**src/sv/htb_pkg.sv**
```systemverilog
// Shared types and constants of the height texture blend unit.
// No dependencies; every other file of the block imports this package.
package htb_pkg;

	localparam int LEVEL_SLOTS    = 4;
	localparam int LVL_W          = 2;
	localparam int BOUND_W        = 9;
	localparam int HEIGHT_W       = 8;
	localparam int NOISE_W        = 5;
	localparam int SUM_W          = 10;
	localparam int TEXEL_W        = 24;
	localparam int CHAN_W         = 8;
	localparam int NUM_CHANS      = 3;
	localparam int QUOT_W         = 8;
	localparam int DIV_STAGES     = 4;
	localparam int BITS_PER_STAGE = 2;
	localparam int APB_ADDR_W     = 5;
	localparam int APB_DATA_W     = 32;

	// paddr[2] picks the bound within one level's register pair.
	localparam logic BOUND_SEL_MIN = 1'b0;
	localparam logic BOUND_SEL_MAX = 1'b1;

	typedef logic [BOUND_W-1:0] bound_t;

	typedef struct packed {
		bound_t lo;
		bound_t hi;
	} level_range_t;

	typedef enum logic [1:0] {
		BLEND_NONE,
		BLEND_ONE,
		BLEND_TWO
	} blend_mode_t;

	// One classified pixel as it waits between front and back.
	typedef struct packed {
		blend_mode_t          mode;
		logic [TEXEL_W-1:0]   texel_a;
		logic [TEXEL_W-1:0]   texel_b;
		logic [HEIGHT_W-1:0]  num;
		bound_t               den;
	} blend_job_t;

endpackage

```
**src/sv/htb_queue.sv**
```systemverilog
// Short job queue that decouples the classifying front from the blending back.
// Depends on htb_pkg for the job type.
module htb_queue import htb_pkg::*; #(
	parameter int DEPTH = 4
) (
	input  logic        clk,
	input  logic        arst_n,
	input  logic        push_valid,
	output logic        push_ready,
	input  blend_job_t  push_job,
	output logic        pop_valid,
	input  logic        pop_ready,
	output blend_job_t  pop_job
);

	localparam int PTR_W = $clog2(DEPTH);
	localparam int CNT_W = $clog2(DEPTH + 1);

	blend_job_t        mem_q [DEPTH];
	logic [PTR_W-1:0]  wr_ptr_q;
	logic [PTR_W-1:0]  rd_ptr_q;
	logic [CNT_W-1:0]  count_q;
	logic              do_push;
	logic              do_pop;

	assign push_ready = (count_q != CNT_W'(DEPTH));
	assign pop_valid  = (count_q != '0);
	assign pop_job    = mem_q[rd_ptr_q];
	assign do_push    = push_valid && push_ready;
	assign do_pop     = pop_valid && pop_ready;

	always_ff @(posedge clk or negedge arst_n) begin
		if (!arst_n) begin
			wr_ptr_q <= '0;
			rd_ptr_q <= '0;
			count_q  <= '0;
		end else begin
			if (do_push) begin
				wr_ptr_q <= (wr_ptr_q == PTR_W'(DEPTH - 1)) ? '0 : wr_ptr_q + 1'b1;
			end
			if (do_pop) begin
				rd_ptr_q <= (rd_ptr_q == PTR_W'(DEPTH - 1)) ? '0 : rd_ptr_q + 1'b1;
			end
			if (do_push && !do_pop) begin
				count_q <= count_q + 1'b1;
			end else if (do_pop && !do_push) begin
				count_q <= count_q - 1'b1;
			end
		end
	end

	always_ff @(posedge clk) begin
		if (do_push) begin
			mem_q[wr_ptr_q] <= push_job;
		end
	end

endmodule

```
**config.mk**
```make
export PLATFORM = sky130hd
export DESIGN_NAME = htb_queue
export DESIGN_NICKNAME = d
export VERILOG_FILES = /design/src/sv/htb_pkg.sv /design/src/sv/htb_queue.sv
export SDC_FILE = /design/constraint.sdc
export NUM_CORES = 1
export LEC_CHECK = 0
export BUFFER_PORTS_ARGS = -buffer_cell sky130_fd_sc_hd__buf_2
export CORE_MARGIN = 4
export CORE_UTILIZATION = 38
export CTS_CLUSTER_DIAMETER = 200
export CTS_CLUSTER_SIZE = 40
export DETAILED_ROUTE_END_ITERATION = 7
export SLEW_MARGIN = 20
export SYNTH_ARGS = -nofsm -noshare
export SYNTH_HDL_FRONTEND = slang
export SYNTH_SLANG_ARGS = --single-unit
```
**constraint.sdc**
```tcl
create_clock -name clk -period 3.3 [get_ports clk]
set_clock_uncertainty 0.1 [all_clocks]
set_input_delay 0.66 -clock clk [delete_from_list [all_inputs] [get_ports clk]]
set_output_delay 0.66 -clock clk [all_outputs]
set_load 0.005 [all_outputs]
```
# After elaboration in Yosys (flattened, before gate mapping)
# Memory sizes are Yosys's and may differ from the RTL's.
# Cells that the tools add are included.
[word_totals]
reg_bits = 7
ramBits = 268
in_bits = 71
out_inout_bits = 69
mem_count = 1
[memory_table]
columns = ["memory", "words", "width", "read_ports", "rd_clocked_by_memory_dff", "wr", "line_no", "text"]
rows = [
  ["mem_q", 4, 67, 1, 0, 1, "htb_queue.sv:19", "blend_job_t mem_q [DEPTH];"],
]
[classes]
addsub = 4
n_eq_ne = 3
mux = 6
n_reduce_logical = 8
[ops]
columns = ["op", "n"]
rows = [
  ["$mux 3", 2],
  ["$add 2x1->2 const B", 2],
  ["$eq 2x2->1 const B", 2],
  ["$logic_and 1x1->1", 4],
  ["$mux 2", 2],
  ["$add 3x1->3 const B", 1],
  ["$ne 3x3->1 const B", 1],
  ["$reduce_bool 3->1", 1],
  ["$sub 3x1->3 const B", 1],
  ["$logic_not 1->1", 2],
  ["$mux 1", 2],
  ["$reduce_bool 2->1", 1],
]

# Depth between registers and ports, before layout
[depth]
depth_word = 6
mapped_depth = 8
depth_no_buf = 8

# Worst setup path before layout
# Ideal clock, no wire load.
[synth_path]
path_type = "input to register"
startpoint = "in push_valid"
endpoint = "mem mem_q[1][0] (netlist name) (enable)"
setup_time_ps = 432
t_arrival_ps = 2634
required_ps = 2768
path_slack_ps = 134
path_stages = 2
path_buffers = 0
path_cell_list = "a21boi_1 > and2_1"
[synth_via]
elab_chain_len = 3
[synth_rtl]
columns = ["element", "line_no", "text"]
rows = [
  ["start: declaration", "htb_queue.sv:8", "input logic push_valid,"],
  ["$logic_and 1x1->1", "htb_queue.sv:29", "assign do_push = push_valid && push_ready;"],
  ["$mux 1", "htb_queue.sv:53", "if (do_push) begin"],
  ["$mux 1 (implied by the code)", "htb_queue.sv:54", "mem_q[wr_ptr_q] <= push_job;"],
  ["end: declaration", "htb_queue.sv:19", ""],
]
# No other way between the ends.

==> results_dict.tcl <==
set metrics [dict create \
    async_flop_share_pct 2.55 \
    synth_mux_area_share_pct 15.5 \
    wl_per_cell_um 21.6 \
    layout_setup_ws_ps 338 \
    clk_latency_ps 480 \
    ys_top_cells_by_count "edfxtp_1 (268), mux4_2 (67), dfrtp_1 (7)" \
    cpPeakStageDelay_ps 930 \
    period_share_pct 89.8 \
    syn_to_final_growth_pct 14.7 \
    drive_gt1_share_pct 44.7 \
    place_ws_ps 804 \
    drt_first_pass_iters 4 \
    path_class "register to output pin" \
    netlist_instances 388 \
    r2r_cells 8 \
    r2r-end "count_q[2]" \
    max_slew_margin_pct 51.8 \
    vias 4412 \
    portBuffers 139 \
    cts_resized 0 \
    cts_num_sinks 275 \
    hpwlAfterDp_um 12100 \
    r2r_slack_ps 990 \
    synthXorXnorAreaFrac_pct 0.260 \
    antenna_cells 0 \
    endpoint "pop_job[23]" \
    cap_violations 0 \
    die_w_um 171 \
    final_nets 614 \
    clkTransAtPathRegs_ps 140 \
    core_sq_um 26100 \
    wl_um 18900 \
    ys_ff_latch 275 \
    path_cells "buf_12 > mux4_2 > buf_2" \
    syn_nets 466 \
    post_cts_buffers 0 \
    rsz0062_at_grt "no" \
    synthSimpleGateAreaFrac_pct 0.532 \
    ys_warn_count 0 \
    worstHoldPathType "input pin to register" \
    synth.area.top_cells "edfxtp_1 (80%), mux4_2 (15%), dfrtp_1 (1.7%), ha_1 (0.74%), mux2_2 (0.56%)" \
    synth_top_family_by_area "multiplexers" \
    gr-total-overflow 0 \
    fin_crit_ps 2960 \
    ant_nets 0 \
    syn-cell-area_sq_um 10100 \
    max_clock_freq_ghz 0.338 \
    grt_pass1_vias 4848 \
    leakage_nw 3.86 \
    drv_slew 0 \
    synth_enable_flop_cells 268 \
    slowest_stage "dfrtp_4" \
    cp_top_family "flip-flops" \
    hp-start "push_job[1]" \
    via_per_inst 5.05 \
    synth_cell_types 19 \
    yosysTopAreaCell "edfxtp_1" \
    crit_path_max_fanout 43 \
    initialDrtViolationCount 439 \
    die-area_sq_um 29300 \
    tns_ps 0 \
    fp-row-count 59 \
    initial_core_util_pct 38.7 \
    cp-start-kind "register" \
    finalSetupViolCount 0 \
    postLayoutCoreUtil_pct 44.4 \
    avgSynthCellArea_sq_um 26.0 \
    crit_start "rd_ptr_q[1]" \
    powerDensity_nw_per_um2 807 \
    root_buffer "clkbuf_16" \
    cp.depth 3 \
    cts-buffers-inserted 10 \
    critPathCaptureType "output pin" \
    finalHoldViolations 0 \
    cp.required_ps 2540 \
    htree_levels 1 \
    yosysSeqAreaShare_pct 81.4 \
    synth_compound_area_share_pct 0.0743 \
    nFillCells 2248 \
    synth_most_common_cell "edfxtp_1" \
    arrival_ps 2200 \
    clockBufferDepth 3 \
    peakVddDrop_v 0.000339 \
    synth_ff_type "edfxtp_1" \
    status "finished clean" \
    route.detailed.drc 0 \
    cts_tree "done" \
    gp_congestion 0.666 \
    io_pins 140 \
    postCtsHoldBufs 1 \
    worst-slew-pin-transition_ps 723 \
    yosysTopAreaCellShare_pct 79.6 \
    reg2reg_from "count_q[0]" \
    grt_max_degree 44 \
    track_usage_pct 12.9 \
    grt_antenna_before_repair 4 \
    hold_depth 1 \
    cp.buffers_inverters 2 \
    die_h_um 171 \
    synthAdderAreaFrac_pct 0.941 \
    grt_pass1_wl_um 28700 \
]
## cell families after synthesis
| logic type | after synthesis |
|---|---|
| DFF | 275 |
| adders and majority gates | 7 |
| muxes | 72 |
| buffers and inverters | 19 |
| and+or+nand+nor | 11 |
| xor gates and xnor gates | 3 |
| AOI/OAI and AO/OA | 1 |
## per-layer routing
layer | GRT usage, % | routed length, um | vias to the layer above
li1 | - | - | 1931
met1 | 17.6 | 8000 | 2338
met2 | 21.8 | 9480 | 113
met3 | 2.98 | 1210 | 22
met4 | 1.93 | 187 | 8
met5 | 0 | 42 | -
## worst reg2reg max path: cells and delay by family, from the launching register on
family,cells,cell delay (ps)
adder cells (fa/ha/maj),2,600
flip-flops,1,460
XOR/XNOR,2,320
AND/OR/NAND/NOR,3,710
buffers and inverters,1,60
## through the flow
stage | hold slack [ps] | std cells | power [mW] | cell area [sq um]
4_1_cts | 259 | 874 | 9.56 | 11600
6_report | 282 | 874 | 9.36 | 11600
3_5_place_dp | 407 | 858 | 8.02 | 11300
3_3_place_gp | 394 | 858 | 7.93 | 11300
5_1_grt | 257 | 874 | 9.91 | 11600
2_1_floorplan | 264 | 388 | 6.74 | 10100
## layout by cell type, fill, tap and decap left out
cell type      Yosys  final
inv_1              3      3
ha_1               6      6
edfxtp_1         268    268
xnor2_1            1      1
buf_4              5      5
clkbuf_1           3      3
nand2_1            2      2
dfrtp_1            7      5
xor2_1             2      2
nor2_1             4      4
mux4_2            67     67
dfrtp_4            0      2
buf_12             2      7
clkinvlp_4         0      1
or3_1              1      1
a21boi_1           1      1
dlygate4sd3_1      0      1
and2_4             0      4
fa_1               1      1
buf_2              5    139
mux2_2             5      5
clkbuf_16          0     11
## flip-flops by register name, summed over array words and instances (netlist names)
name	cells
mem_q	268
count_q	3
rd_ptr_q	2
wr_ptr_q	2
## power by group
part           switching [mW]  internal (mW)  total, mW  leakage [nW]
sequential              0.293           4.60       4.90          2.53
clock                   0.929          0.622       1.55         0.139
combinational            1.42           1.50       2.92          1.19
total                    2.64           6.72       9.36          3.86
## worst min-delay path by stage
stage / end / slack [ps]
floorplan: count_q[0] / 260
global placement: count_q[2] / 390
detailed placement: rd_ptr_q[1] / 410
CTS: mem_q[3][7] / 260
global route: mem_q[2][46] / 260
finish: mem_q[0][1] / 280
## layout make-up
cell class / instances / area (sq um) / share of cell area, %
clock buffer: 14 / 287 / 2.47
clock inverter: 1 / 7.51 / 0.0647
inverter: 3 / 11.3 / 0.0971
multi-input combinational: 94 / 1760 / 15.2
sequential: 275 / 8230 / 71.0
tap: 335 / 419 / 3.61
timing repair buffer: 152 / 883 / 7.62
Power figures use the tool's default switching activity.
